===== src/smpm_pkg.sv =====
// ----------------------------------------------------------------------------
// smpm_pkg
// Types and constants shared by the shift-and pattern matcher.
// ----------------------------------------------------------------------------
package smpm_pkg;

   localparam int MAX_PATTERN         = 64;
   localparam int POSITION_BITS       = 32;
   localparam int VEC_INDEX_BITS      = $clog2(MAX_PATTERN);
   localparam int LENGTH_BITS         = 7;
   localparam int BYTE_BITS           = 8;
   localparam int INDEX_FIELD_BITS    = 6;
   localparam int MATCH_POSITION_BITS = 32;
   localparam int CSR_INDEX_BITS      = 1;
   localparam int CSR_DATA_BITS       = 7;

   typedef enum logic [1:0] {
      CMD_PATTERN  = 2'd0,
      CMD_TEXT     = 2'd1,
      CMD_NEW_TEXT = 2'd2
   } command_type;

   typedef enum logic [CSR_INDEX_BITS-1:0] {
      CSR_PATTERN_LENGTH = 1'b0,
      CSR_FIRST_ONLY     = 1'b1
   } csr_index_type;

   typedef struct packed {
      logic [1:0]                  command;
      logic [BYTE_BITS-1:0]        byte_value;
      logic [INDEX_FIELD_BITS-1:0] pattern_index;
   } req_type;

   typedef struct packed {
      logic [MATCH_POSITION_BITS-1:0] match_position;
      logic                           position_overflow;
   } rsp_type;

   // control broadcast to every cell of the chain
   typedef struct packed {
      logic                 shift;
      logic                 clear;
      logic                 write;
      logic [BYTE_BITS-1:0] data;
   } cell_ctrl_type;

endpackage


===== src/smpm_cell.sv =====
// ----------------------------------------------------------------------------
// smpm_cell
// One pattern position: holds its pattern byte and its match vector bit.
// ----------------------------------------------------------------------------
module smpm_cell
   import smpm_pkg::*;
(
   input  logic          clock,
   input  logic          reset,
   input  cell_ctrl_type ctrl,
   input  logic          write_sel,
   input  logic          enable,
   input  logic          prev_bit,
   output logic          match_bit,
   output logic          next_bit
);

   logic [BYTE_BITS-1:0] pattern_ff;
   logic                 match_ff;
   logic                 match_in;

   assign next_bit  = prev_bit & enable & (pattern_ff == ctrl.data);
   assign match_bit = match_ff;

   always_comb begin
      match_in = match_ff;
      if (ctrl.clear) begin
         match_in = 1'b0;
      end else if (ctrl.shift) begin
         match_in = next_bit;
      end
   end

   always_ff @(posedge clock) begin
      if (reset) begin
         match_ff <= 1'b0;
      end else begin
         match_ff <= match_in;
      end
   end

   always_ff @(posedge clock) begin
      if (ctrl.write && write_sel) begin
         pattern_ff <= ctrl.data;
      end
   end

endmodule


===== src/smpm_rsp_buffer.sv =====
// ----------------------------------------------------------------------------
// smpm_rsp_buffer
// Output register with a skid stage for result transactions.
// ----------------------------------------------------------------------------
module smpm_rsp_buffer
   import smpm_pkg::*;
(
   input  logic    clock,
   input  logic    reset,
   input  logic    push,
   input  rsp_type push_data,
   output logic    full,
   output logic    rsp_valid,
   input  logic    rsp_stall,
   output rsp_type rsp_data
);

   logic    main_valid_ff, main_valid_in;
   logic    skid_valid_ff, skid_valid_in;
   rsp_type main_ff, main_in;
   rsp_type skid_ff, skid_in;

   assign full      = skid_valid_ff;
   assign rsp_valid = main_valid_ff;
   assign rsp_data  = main_ff;

   always_comb begin
      main_valid_in = main_valid_ff;
      skid_valid_in = skid_valid_ff;
      main_in       = main_ff;
      skid_in       = skid_ff;
      if (!main_valid_ff || !rsp_stall) begin
         // main slot frees up: refill from skid first, else from new push
         main_valid_in = skid_valid_ff | push;
         main_in       = skid_valid_ff ? skid_ff : push_data;
         skid_valid_in = 1'b0;
      end else if (push) begin
         skid_valid_in = 1'b1;
         skid_in       = push_data;
      end
   end

   always_ff @(posedge clock) begin
      if (reset) begin
         main_valid_ff <= 1'b0;
         skid_valid_ff <= 1'b0;
      end else begin
         main_valid_ff <= main_valid_in;
         skid_valid_ff <= skid_valid_in;
      end
   end

   always_ff @(posedge clock) begin
      main_ff <= main_in;
      skid_ff <= skid_in;
   end

`ifndef SYNTHESIS
   a_skid_implies_main: assert property (@(posedge clock) disable iff (reset)
      skid_valid_ff |-> main_valid_ff)
      else $error("skid stage holds data while main slot is empty");

   a_no_push_when_full: assert property (@(posedge clock) disable iff (reset)
      skid_valid_ff |-> !push)
      else $error("result pushed while buffer is full");

   a_skid_drains: assert property (@(posedge clock) disable iff (reset)
      (skid_valid_ff && !rsp_stall) |=> (main_valid_ff && main_ff == $past(skid_ff)))
      else $error("skid data not moved into main slot");
`endif

endmodule


===== src/shift_and_pattern_matcher.sv =====
// ----------------------------------------------------------------------------
// shift_and_pattern_matcher
// Shift-and exact string matcher built as a chain of per-position cells.
//
//   channel  direction  handshake          payload
//   req_     in         valid / stall      req_type (command, byte, index)
//   rsp_     out        valid / stall      rsp_type (position, overflow)
//   csr_     in         valid / ready      index, data
//
// Every transaction is processed in the cycle it is accepted: one item per
// cycle while req_stall is low, the shift-and update of all cells and the
// match pick in one step. A result is registered before it reaches rsp_.
// Reset clears the match vector, position and halt; pattern bytes stay
// undefined until written. req_stall rises only when both the output
// register and the skid stage hold results; csr_ready is always high.
// ----------------------------------------------------------------------------
module shift_and_pattern_matcher
   import smpm_pkg::*;
(
   input  logic                      clock,
   input  logic                      reset,
   input  logic                      req_valid,
   output logic                      req_stall,
   input  req_type                   req_data,
   output logic                      rsp_valid,
   input  logic                      rsp_stall,
   output rsp_type                   rsp_data,
   input  logic                      csr_valid,
   output logic                      csr_ready,
   input  logic [CSR_INDEX_BITS-1:0] csr_index,
   input  logic [CSR_DATA_BITS-1:0]  csr_data
);

   localparam logic [POSITION_BITS-1:0] POS_MAX = '1;

   logic [LENGTH_BITS-1:0]   pattern_length_ff, pattern_length_in;
   logic                     first_only_ff, first_only_in;
   logic [POSITION_BITS-1:0] pos_ff, pos_in;
   logic                     saturated_ff, saturated_in;
   logic                     halted_ff, halted_in;

   logic                     accept;
   logic                     is_text;
   logic                     is_clear;
   logic                     hit;
   logic                     buffer_full;
   logic [LENGTH_BITS-1:0]   eff_len;
   logic [LENGTH_BITS-1:0]   len_m1;
   logic [POSITION_BITS-1:0] pos_diff;
   cell_ctrl_type            ctrl;
   rsp_type                  push_data;

   logic [MAX_PATTERN-1:0]   match_vec;
   logic [MAX_PATTERN-1:0]   next_vec;
   logic [MAX_PATTERN-1:0]   cell_prev;
   logic [MAX_PATTERN-1:0]   cell_enable;
   logic [MAX_PATTERN-1:0]   cell_write_sel;

   assign csr_ready = 1'b1;
   assign req_stall = buffer_full;
   assign accept    = req_valid & ~req_stall;
   assign is_text   = accept && (req_data.command == CMD_TEXT) && !halted_ff;
   assign is_clear  = accept && (req_data.command == CMD_NEW_TEXT);

   assign ctrl.shift = is_text;
   assign ctrl.clear = is_clear;
   assign ctrl.write = accept && (req_data.command == CMD_PATTERN);
   assign ctrl.data  = req_data.byte_value;

   assign eff_len = (pattern_length_ff > LENGTH_BITS'(MAX_PATTERN)) ?
                    LENGTH_BITS'(MAX_PATTERN) : pattern_length_ff;
   assign len_m1  = eff_len - LENGTH_BITS'(1);

   assign cell_prev[0] = 1'b1;

   for (genvar j = 0; j < MAX_PATTERN; j++) begin : g_cell
      if (j > 0) begin : g_link
         assign cell_prev[j] = match_vec[j-1];
      end
      assign cell_enable[j]    = (LENGTH_BITS'(j) < eff_len);
      assign cell_write_sel[j] = (req_data.pattern_index == INDEX_FIELD_BITS'(j));

      smpm_cell u_cell (
         .clock     (clock),
         .reset     (reset),
         .ctrl      (ctrl),
         .write_sel (cell_write_sel[j]),
         .enable    (cell_enable[j]),
         .prev_bit  (cell_prev[j]),
         .match_bit (match_vec[j]),
         .next_bit  (next_vec[j])
      );
   end

   assign hit = is_text && (eff_len != '0) && next_vec[len_m1[VEC_INDEX_BITS-1:0]];

   // start offset of the occurrence, wrapping on the counter width
   assign pos_diff = pos_ff - POSITION_BITS'(len_m1);
   assign push_data.match_position    = MATCH_POSITION_BITS'(pos_diff);
   assign push_data.position_overflow = saturated_ff | (pos_ff == POS_MAX);

   always_comb begin
      pos_in       = pos_ff;
      saturated_in = saturated_ff;
      halted_in    = halted_ff;
      if (is_clear) begin
         pos_in       = '0;
         saturated_in = 1'b0;
         halted_in    = 1'b0;
      end else if (is_text) begin
         if (pos_ff == POS_MAX) begin
            saturated_in = 1'b1;
         end else begin
            pos_in = pos_ff + POSITION_BITS'(1);
         end
         if (hit && first_only_ff) begin
            halted_in = 1'b1;
         end
      end
   end

   always_comb begin
      pattern_length_in = pattern_length_ff;
      first_only_in     = first_only_ff;
      if (csr_valid && csr_ready) begin
         unique case (csr_index)
            CSR_PATTERN_LENGTH: pattern_length_in = csr_data[LENGTH_BITS-1:0];
            CSR_FIRST_ONLY:     first_only_in     = csr_data[0];
            default: ;
         endcase
      end
   end

   always_ff @(posedge clock) begin
      if (reset) begin
         pattern_length_ff <= '0;
         first_only_ff     <= 1'b0;
         pos_ff            <= '0;
         saturated_ff      <= 1'b0;
         halted_ff         <= 1'b0;
      end else begin
         pattern_length_ff <= pattern_length_in;
         first_only_ff     <= first_only_in;
         pos_ff            <= pos_in;
         saturated_ff      <= saturated_in;
         halted_ff         <= halted_in;
      end
   end

   smpm_rsp_buffer u_rsp_buffer (
      .clock     (clock),
      .reset     (reset),
      .push      (hit),
      .push_data (push_data),
      .full      (buffer_full),
      .rsp_valid (rsp_valid),
      .rsp_stall (rsp_stall),
      .rsp_data  (rsp_data)
   );

`ifndef SYNTHESIS
   a_zero_length_silent: assert property (@(posedge clock) disable iff (reset)
      (eff_len == '0) |-> !hit)
      else $error("match reported with zero pattern length");

   a_halted_silent: assert property (@(posedge clock) disable iff (reset)
      halted_ff |-> ((!hit && (pos_in == pos_ff)) || is_clear))
      else $error("text transaction processed while halted");

   a_new_text_clears: assert property (@(posedge clock) disable iff (reset)
      is_clear |=> (pos_ff == '0 && match_vec == '0 && !halted_ff && !saturated_ff))
      else $error("new text did not clear match state");

   a_vector_within_length: assert property (@(posedge clock) disable iff (reset)
      $past(is_text) |-> ((match_vec & ~$past(cell_enable)) == '0))
      else $error("match vector bit set beyond pattern length");
`endif

endmodule


===== config.mk =====
export PLATFORM = sky130hd
export DESIGN_NAME = shift_and_pattern_matcher
export DESIGN_NICKNAME = d
export VERILOG_FILES = /design/src/smpm_pkg.sv /design/src/smpm_cell.sv /design/src/smpm_rsp_buffer.sv /design/src/shift_and_pattern_matcher.sv
export SDC_FILE = /design/constraint.sdc
export NUM_CORES = 1
export LEC_CHECK = 0
export BUFFER_PORTS_ARGS = -buffer_cell sky130_fd_sc_hd__buf_2
export CAP_MARGIN = 10
export CORE_MARGIN = 8
export CORE_UTILIZATION = 60
export DETAILED_ROUTE_END_ITERATION = 6
export GPL_ROUTABILITY_DRIVEN = 0
export PLACE_DENSITY = 0.8
export SYNTH_ARGS = -nofsm -noshare
export SYNTH_HDL_FRONTEND = slang
export SYNTH_SLANG_ARGS = --single-unit

===== constraint.sdc =====
create_clock -name clock -period 8.5 [get_ports clock]
set_input_delay 2.125 -clock clock [delete_from_list [all_inputs] [get_ports clock]]
set_output_delay 2.125 -clock clock [all_outputs]
set_load 0.005 [all_outputs]

Yosys cells after proc, flatten, opt, wreduce, memory -nomap -nowiden:

Index checks and enable logic that the tools add are counted.

* register bits: 685
* output and inout port bits: 36
* logic and storage cells: 561

* add/sub/neg operators: 3
* order comparisons: 66
* equal/unequal tests: 130
* multiplexer cells: 4
* bitwise gates (word level): 134
* reduce and logical (&&, ||, !) cells: 86

Operator list (number)
* 8-bit == test: 64
* 6-bit by 7-bit < comparator with 1-bit output, first input constant: 32
* 6-bit == test, second input constant: 32
* 1-bit AND: 128
* 5-bit by 7-bit < comparator with 1-bit output, first input constant: 16
* 6-bit by 5-bit == test with 1-bit output, second input constant: 16
* 1-bit logical AND: 71
* 4-bit by 7-bit < comparator with 1-bit output, first input constant: 8
* 6-bit by 4-bit == test with 1-bit output, second input constant: 8
* 33-bit 2-to-1 mux: 1
* 32-bit by 1-bit adder with 32-bit output, second input constant: 1
* 32-bit == test, second input constant: 1
* 32-bit by 7-bit subtractor with 32-bit output: 1
* 3-bit by 7-bit < comparator with 1-bit output, first input constant: 4
* 6-bit by 3-bit == test with 1-bit output, second input constant: 4
* 1-bit by 7-bit < comparator with 1-bit output, first input constant: 2
* 2-bit by 7-bit < comparator with 1-bit output, first input constant: 2
* 6-bit by 2-bit == test with 1-bit output, second input constant: 2
* 2-bit AND reduction: 6
* 7-bit > comparator, second input constant: 1
* 6-bit by 7-bit < comparator with 1-bit output, second input constant: 1
* 7-bit 2-to-1 mux: 1
* 7-bit nonzero test: 1
* 7-bit by 1-bit subtractor with 7-bit output, second input constant: 1
* other kinds (12): 19

Depth between registers and ports, before layout:

Gate-level depths: netlist of run 1.

* depth in word-level cells: 10
* depth in mapped cells: 22
* gate-level depth less buffers: 15

Modules after synthesis:

Synthesis of run 1 repeated with hierarchy kept, for this count alone.

* cells, all modules: 2396
* area total of the unflattened synthesis: 32209.6 µm²

Modules (own cells, without submodules)
* smpm_cell: times used 64, cells each 25, area an instance 390.4 µm², sequential area each 260.2 µm²
* shift_and_pattern_matcher: times used 1, cells each 686, area an instance 4628.2 µm², sequential area each 840.8 µm²
* smpm_rsp_buffer: times used 1, cells each 110, area an instance 2597.5 µm², sequential area each 2021.9 µm²

Worst setup path before layout of run 1:

Ideal clock, no wire load.

* path type: input to register
* start point: input port req_data[12] in the netlist's numbering
* end point: register u_rsp_buffer.skid_ff[0] in the netlist's numbering (enable)
* data arrival time: 6437 ps
* setup slack: 1599 ps
* cell stages on the path: 12
* buffers on the path: 3
* cells stage by stage: buf_2 -> buf_2 -> buf_2 -> xnor2_1 -> nand3_1 -> nor3_1 -> nand3_1 -> nand3_1 -> nand4b_1 -> a2111oi_0 -> nor3_1 -> nor3_1

* longest elaborated chain between the ends: 6
* elaborated cells between the ends (all ways): 132

RTL lines
* start, declared: RTL line shift_and_pattern_matcher.sv:24 `input req_type req_data,`
* 8-bit == test: RTL line smpm_cell.sv:22 `assign next_bit = prev_bit & enable & (pattern_ff == ctrl.data);`
* 1-bit AND: RTL line smpm_cell.sv:22
* 1-bit binary-select mux with 6-bit select *: RTL line shift_and_pattern_matcher.sv:95 `assign hit = is_text && (eff_len != '0) && next_vec[len_m1[VEC_INDEX_BITS-1:0]];`
* 1-bit 2-to-1 mux (not written as such) *: RTL line shift_and_pattern_matcher.sv:95
* 1-bit logical AND *: RTL line shift_and_pattern_matcher.sv:95
* 2-bit AND reduction (no source line) *
* end signal, assigned: RTL line smpm_rsp_buffer.sv:55 `skid_ff <= skid_in;`
* end, declared: RTL line smpm_rsp_buffer.sv:21 `rsp_type skid_ff, skid_in;`

Every way passes the cells marked *; elsewhere a longest branch is shown, timed or not. The select of a mux whose other input is x is not followed.
A chain may end at the register's enable or synchronous reset.

Worst setup path after layout of run 1:

* start point: register pattern_length_ff[0]
* end point: register u_rsp_buffer.main_ff (netlist bit u_rsp_buffer.rsp_data[31]) (data pin)

* longest elaborated chain between the ends: 5

RTL lines
* start, declared: RTL line shift_and_pattern_matcher.sv:36 `logic [LENGTH_BITS-1:0] pattern_length_ff, pattern_length_in;`
* start signal, assigned: RTL line shift_and_pattern_matcher.sv:142 `pattern_length_ff <= pattern_length_in;`
* 7-bit > comparator: RTL line shift_and_pattern_matcher.sv:70 `assign eff_len = (pattern_length_ff > LENGTH_BITS'(MAX_PATTERN)) ?`
* 7-bit 2-to-1 mux *: RTL line shift_and_pattern_matcher.sv:70
* 7-bit by 1-bit subtractor with 7-bit output *: RTL line shift_and_pattern_matcher.sv:72 `assign len_m1 = eff_len - LENGTH_BITS'(1);`
* 32-bit by 7-bit subtractor with 32-bit output *: RTL line shift_and_pattern_matcher.sv:98 `assign pos_diff = pos_ff - POSITION_BITS'(len_m1);`
* net pos_diff[30]: RTL line shift_and_pattern_matcher.sv:49 `logic [POSITION_BITS-1:0] pos_diff;`
* 33-bit 2-to-1 mux *: RTL line smpm_rsp_buffer.sv:35 `main_in = skid_valid_ff ? skid_ff : push_data;`
* end signal, assigned: RTL line smpm_rsp_buffer.sv:54 `main_ff <= main_in;`
* end, declared: RTL line smpm_rsp_buffer.sv:20 `rsp_type main_ff, main_in;`

The timed path passes the listed nets; every way through them passes the cells marked *.

==> metrics.txt, run 1 <==
area fraction of the dominant cell type after synthesis=0.566; Setup crit end kind=flip-flop; initial antenna violation count=2; number of DRC markers in iteration 0=around 1900; Clk pwr share=0.418; critical path, cell by cell=nor2b_2 > buf_4 > inv_1 > ha_1 > xor2_2 > inv_2 > ha_1 > a21o_1 > a21oi_1 > o21ai_0 > a21oi_1 > o211ai_1 > or4_1 > nor3_1 > xor2_1 > mux2_2; Die Y-Extent=about 240 µm; Clock Skew=0.0281 ns; die area=between 50000 and 60000 µm²; slew margin rel.=0.105; EDFF count, synth=578; combinational share of power=0.067; Worst Setup Start Kind=flip-flop; count of pins over their slew limit=0; Clock Tree Buf Depth=3; DRT Wirelength=about 75 mm; critical path startpoint=pattern_length_ff[0]$_SDFFE_PP0P_; outcome=finished clean; Vias per Instance=between 6 and 7; sequential area share after synthesis=0.636; HPWL Detailed=between 40 and 50 mm; Final nets=between 2000 and 2500; slowest stage delay, CP=approximately 0.89 ns; Crit Path Category=reg2reg; ANT nets after route=0; Inst Count DP=between 3000 and 4000; Max-cap violations=0; first-pass GRT wire length=approximately 120 mm; Fin Hold WS=about 0.46 ns; Post-Synthesis Cells=between 2000 and 2500; GRT Util Overall=0.252; clock insertion delay at the later pin of the skew report=~0.62 ns; Slew @ Worst Pin=1.34 ns; Post-CTS Hold Buffers=0; clock-pin slew on the worst setup and hold paths=around 0.060 ns; Sw Share=0.224; Hold Crit Class=reg2reg; floorplan core area=50900 µm²; pin count of the biggest net entering global routing=80; synth-to-layout area growth=10.3%; Post-synth ARST share=0; Top FF cell, synth=edfxtp_1; H-tree levels=3; post-route cell area=33800 µm²; RSZ-0062 raised after global routing=no; Arr. time, crit path=6.67 ns; Worst EP required=roughly 8.9 ns; fin cells=between 3000 and 4000; setup TNS=0 ns; post-synth top area cell=edfxtp_1; Period minus WS final=~6.3 ns; Net Count, Synth=roughly 2400; top cells by area, synth=edfxtp_1, xnor2_1, dfxtp_1; TritonCTS clock tree=built; Mean Syn Cell Area=between 10 and 15 µm²; Yosys Warn Count=0; # setup viols final=0; P per Cell Area=about 210 nW/µm²; WL/cell=23.9 µm; Setup Fix Bufs, Post-CTS=0; IR Drop Worst-Case VDD=between 0.2 and 0.25 mV; worst-path fanout max=24; count leader, synth=edfxtp_1; Slowest-stage cell, CP=dfxtp_1; internal power=between 0.005 and 0.006 W; overall power=0.00710 W; clk sinks=just under 700; GRT Residual Overflow=0; initial core utilization=0.603; crit path buf inv count=3; Final Hold Viols=0; Hold Startpoint=g_cell[23].u_cell.match_bit$_SDFFE_PP0P_; register bit total from synthesis=between 600 and 700; clk root buf=clkbuf_16; CTS buffer count=70; kind of cell adding the most delay to the critical path=simple AND/OR/NAND/NOR gates; input/output buffers=63; Fmax=158 MHz; Top Ports=65; Die W=about 240 µm; RR Startpoint=pattern_length_ff[0]$_SDFFE_PP0P_; TritonRoute pass-1 iters=5; Seq pwr share=0.515; cells resized by post-CTS repair=0; Post-Synthesis Cell Area=just over 30000 µm²; detailed-route via count=roughly 19000; NetSw=0.00159 W; Netlist cell types=between 70 and 80; Layout fillers=between 3000 and 4000; Post-synth top cells=edfxtp_1, xnor2_1, nor2_1; leak pwr=10.2 nW; share of layout cells above drive strength 1=0.108; Cell Rows=83; Final period util=0.743; Residual DRC=0; vias in the first global route=19536; Post-DP Area=about 32000 µm²
[cells by family (layout without fill, tap and decap cells)]
| group | Yosys count | in the layout | share of synthesized area |
|---|---|---|---|
| AND/OR/NAND/NOR | 703 | 703 | 0.116 |
| flip-flops | 685 | 685 | 0.636 |
| XOR/XNOR | 569 | 569 | 0.163 |
| AO/OA/AOI/OAI | 190 | 190 | 0.0391 |
| buffers and inverters | 162 | 255 | 0.0235 |
| multiplexers | 48 | 48 | 0.0170 |
| adder cells (fa/ha/maj) | 12 | 12 | 0.00514 |
| other | 1 | 2 | 0.000122 |
[power groups by stage]
stage / Combinational, W / Clock, W / Sequential, W
detailed placement: 0.000462 / 0 / 0.00373
CTS: 0.000466 / 0.00299 / 0.00366
finish: 0.000475 / 0.00297 / 0.00366
global route: 0.000499 / 0.00313 / 0.00366
global placement: 0.000452 / 0 / 0.00373
floorplan: 0.000282 / 0 / 0.00373
[per-stage QoR]
| stage | utilization | worst slack, ns |
|---|---|---|
| 2_1_floorplan | - | 1.60 |
| 3_3_place_gp | 0.622 | 2.17 |
| 3_5_place_dp | 0.622 | 2.06 |
| 4_1_cts | 0.665 | 2.46 |
| 5_1_grt | 0.665 | 2.14 |
| 6_report | 0.665 | 2.19 |
[cell type report]
| cell class | instances | area (µm²) | area share |
|---|---|---|---|
| Timing Repair Buffer | 109 | 748 | 0.0221 |
| Tap cell | 680 | 851 | 0.0251 |
| Sequential cell | 685 | 19500 | 0.576 |
| Clock buffer | 100 | 1940 | 0.0572 |
| Clock inverter | 25 | 243 | 0.00717 |
| Multi-Input combinational cell | 1523 | 10500 | 0.310 |
| Inverter | 21 | 78.8 | 0.00233 |
| Antenna cell | 1 | 2.50 | 0.0000740 |
[metal layers]
metal | track usage | routed length, µm | vias up
met1 | 0.320 | 28500 | 9404
li1 | - | - | 8625
met5 | 0 | 0 | -
met2 | 0.407 | 35400 | 1115
met4 | 0.116 | 3500 | 0
met3 | 0.0636 | 7790 | 226
[cells in the final DEF, fill, tap and decap left out, types with 43 or more instances in the layout]
cell       synthesis  layout
edfxtp_1         578     578
xnor2_1          463     463
nor2_1           169     169
nand2_1          153     152
dfxtp_1          107     107
nand4_1          104     104
xor2_1           104     104
a21oi_1           81      81
nand3_1           79      79
clkbuf_16          0      71
buf_2             76      55
nor3_1            53      52
nor4_1            51      51
buf_4              2      43
[registers in the layout, indices dropped and copies added (netlist names), 7 cells and up]
signal	flops
u_rsp_buffer.rsp_data	33
u_rsp_buffer.skid_ff	33
pos_ff	32
g_cell.u_cell.match_bit	63
g_cell.u_cell.pattern_ff	512
pattern_length_ff	7
[worst paths after layout]
| kind | endpoint | slack [ns] | cells after the start |
|---|---|---|---|
| worst min-delay path | g_cell[23].u_cell.match_bit$_SDFFE_PP0P_ | 0.46 | 2 |
| worst min register to register | g_cell[23].u_cell.match_bit$_SDFFE_PP0P_ | 0.46 | 2 |
| worst max register to register | u_rsp_buffer.rsp_data[31]$_DFFE_PP_ | 2.19 | 16 |
| worst max-delay path | u_rsp_buffer.rsp_data[31]$_DFFE_PP_ | 2.19 | 16 |
[worst reg2reg max path, delay by kind of cell (launching register included)]
family,cells,cell delay [ns]
adders and majority gates,2,0.81
DFF,1,0.89
AOI/OAI and AO/OA,5,1.09
buffers and inverters,3,0.92
and+or+nand+nor,3,1.25
muxes,1,0.28
xor gates and xnor gates,2,0.82
No activity file was read; power rests on OpenSTA's default activity.
==> inputs of run 2 (changes only) <==
ABC_AREA = 1   (was default)
CORE_UTILIZATION = 57   (was 60)
PLACE_DENSITY = 0.79   (was 0.8)
clock period = 5.3 ns   (was 8.5 ns; I/O delays follow)
==> metrics.txt, run 2 <==
synth-to-layout area growth=11.8%; min setup slack post-route=0.923 ns (-1.26 ns); Residual DRC=1 (+1); worst-path fanout max=36 (+50%); Net Count, Synth=3622 (+50%); clk root buf=clkbuf_16; Post-CTS Hold Buffers=0 (unchanged); commonest non-fill, non-tap cell in the layout=nand2_1; # setup viols final=0 (unchanged); Post-synth top cells=nand2_1, edfxtp_1, nor2_1; TritonRoute pass-1 iters=7 (+2); initial core utilization=0.573 (-0.0292); Clock Tree Buf Depth=3 (unchanged); Final Hold Viols=0 (unchanged); cells resized by post-CTS repair=0 (unchanged); clock insertion delay at the later pin of the skew report=0.62 ns (about the same); Post-Synthesis Cell Area=32900 µm² (+7.3%); leak pwr=14.4 nW (+41%); detailed-route via count=24842 (+28%); outcome=finished with violations; CTS buffer count=73 (+4.3%); Top FF cell, synth=edfxtp_1; Setup Fix Bufs, Post-CTS=0 (unchanged); clock-pin slew on the worst setup and hold paths=0.06 ns (about the same); count of pins over their slew limit=0 (unchanged); H-tree levels=3 (unchanged); Top Ports=65 (unchanged); Cell Rows=88 (+6.0%); overall power=0.0120 W (+69%); GRT Residual Overflow=0 (unchanged); WL/cell=19.2 µm (-20%); HPWL Detailed=53.8 mm (+16%); Hold Crit Class=reg2reg; vias in the first global route=23597 (+21%); RR Startpoint=pattern_length_ff[0]$_SDFFE_PP0P_; Arr. time, crit path=4.76 ns (-1.91 ns); share of layout cells above drive strength 1=0.0705 (-0.0379); Mean Syn Cell Area=9.19 µm² (-29%); initial antenna violation count=2 (unchanged); Slew @ Worst Pin=1.02 ns (-0.321 ns); die area=65600 µm² (+12%); Worst EP required=5.68 ns (-3.17 ns); top cells by area, synth=edfxtp_1, nand2_1, dfxtp_1; most frequent cells in the layout=nand2_1, edfxtp_1, nor2_1; Post-synth ARST share=0 (unchanged); floorplan core area=57400 µm² (+13%); Largest register FFs=512 (unchanged); slew margin rel.=0.318 (+0.213); Post-Synthesis Cells=3581 (+51%); Biggest register=g_cell.u_cell.pattern_ff; TritonCTS clock tree=built; area fraction of the dominant cell type after synthesis=0.528 (-0.0383); Final nets=3682 (+50%); Die W=256 µm (+5.8%); RSZ-0062 raised after global routing=no; sequential area share after synthesis=0.593 (-0.0431); clk sinks=685 (unchanged); first-pass GRT wire length=132 mm (+14%); Setup crit end kind=flip-flop; ANT nets after route=0 (unchanged); input/output buffers=63 (unchanged); Netlist cell types=50 (-32%); Worst Setup Start Kind=flip-flop; Max-cap violations=0 (unchanged); dpl ws=0.717 ns (-1.35 ns); P per Cell Area=326 nW/µm² (+55%); count leader, synth=nand2_1; Hold Startpoint=g_cell[26].u_cell.match_bit$_SDFFE_PP0P_; Die Y-Extent=256 µm (+5.8%); pin count of the biggest net entering global routing=86 (+7.5%); Vias per Instance=5.56 (-9.7%); Final period util=0.826 (+0.0830); post-synth top area cell=edfxtp_1; setup TNS=0 ns (unchanged); register bit total from synthesis=685 (unchanged); number of DRC markers in iteration 0=2968 (+56%); Crit Path Category=reg2reg; Yosys Warn Count=0 (unchanged); EDFF count, synth=578 (unchanged); failing checks=DRC; Fmax=228 MHz (+44%); critical path startpoint=pattern_length_ff[0]$_SDFFE_PP0P_; GRT Util Overall=0.255 (+0.00232); Period minus WS final=4.38 ns (-1.94 ns); IR Drop Worst-Case VDD=0.314 mV (+50%); Clock Skew=0.0188 ns (-0.00930 ns); DRT Wirelength=85.6 mm (+14%)
-- run 2: path summary, 6_finish.rpt --
| path | slack (ns) | cells after the start | endpoint |
|---|---|---|---|
| worst max-delay path | 0.92 | 19 | u_rsp_buffer.skid_ff[30]$_DFFE_PP_ |
| worst max register to register | 0.92 | 19 | u_rsp_buffer.skid_ff[30]$_DFFE_PP_ |
| worst min register to register | 0.46 | 2 | g_cell[26].u_cell.match_bit$_SDFFE_PP0P_ |
| worst min-delay path | 0.46 | 2 | g_cell[26].u_cell.match_bit$_SDFFE_PP0P_ |
-- run 2: critical path: stages (launching register included) --
cell,delay (ns)
dfxtp_1,0.36
inv_1,0.08
nor2_2,0.08
buf_4,0.43
inv_1,0.12
ha_1,0.22
nand2_1,0.11
nor2_1,0.08
xor2_1,0.46
ha_1,0.39
a21oi_2,0.19
o21ai_1,0.13
nor2_1,0.24
inv_1,0.09
nor2_1,0.19
nand2_1,0.16
nor2_1,0.25
nand4_1,0.17
or2_0,0.25
and2_1,0.14
-- run 2: through the flow --
step	area (µm²)	util	hold WS (ns)	instances
after floorplan	32900	-	0.433	3581
after global placement	34300	0.599	0.451	4331
after detailed placement	34300	0.599	0.452	4331
after CTS	36800	0.641	0.461	4465
after global routing	36800	0.641	0.486	4467
final	36800	0.641	0.464	4467
-- run 2: logic make-up after synthesis --
group	Yosys count	share of synthesized area
and+or+nand+nor	1843	0.227
adders and majority gates	12	0.00479
xor gates and xnor gates	279	0.0745
other	1	0.000114
AOI/OAI and AO/OA	269	0.0434
buffers and inverters	492	0.0577
DFF	685	0.593
-- run 2: layout make-up --
cell class | instances | area [µm²]
diodes | 2 | 5.00
clock buffers | 109 | 2090
clock inverters | 25 | 337
fillers | 4388 | 20600
inverters | 351 | 1320
multi-input cells | 2404 | 11500
flip-flops and latches | 685 | 19500
well taps | 765 | 957
repair buffers | 126 | 1060
-- run 2: routing by layer --
metal | wire (µm) | vias up | GRT usage
met5 | 0 | - | 0
met4 | 3620 | 0 | 0.103
met3 | 9710 | 278 | 0.0609
met2 | 39600 | 1381 | 0.410
met1 | 32600 | 11485 | 0.331
li1 | - | 11698 | -
-- run 2: where the power goes --
part | internal, W | leakage [nW] | switching, W
Combinational | 0.000258 | 7.21 | 0.000638
Sequential | 0.00587 | 6.04 | 0.0000196
Clock | 0.00312 | 1.18 | 0.00208
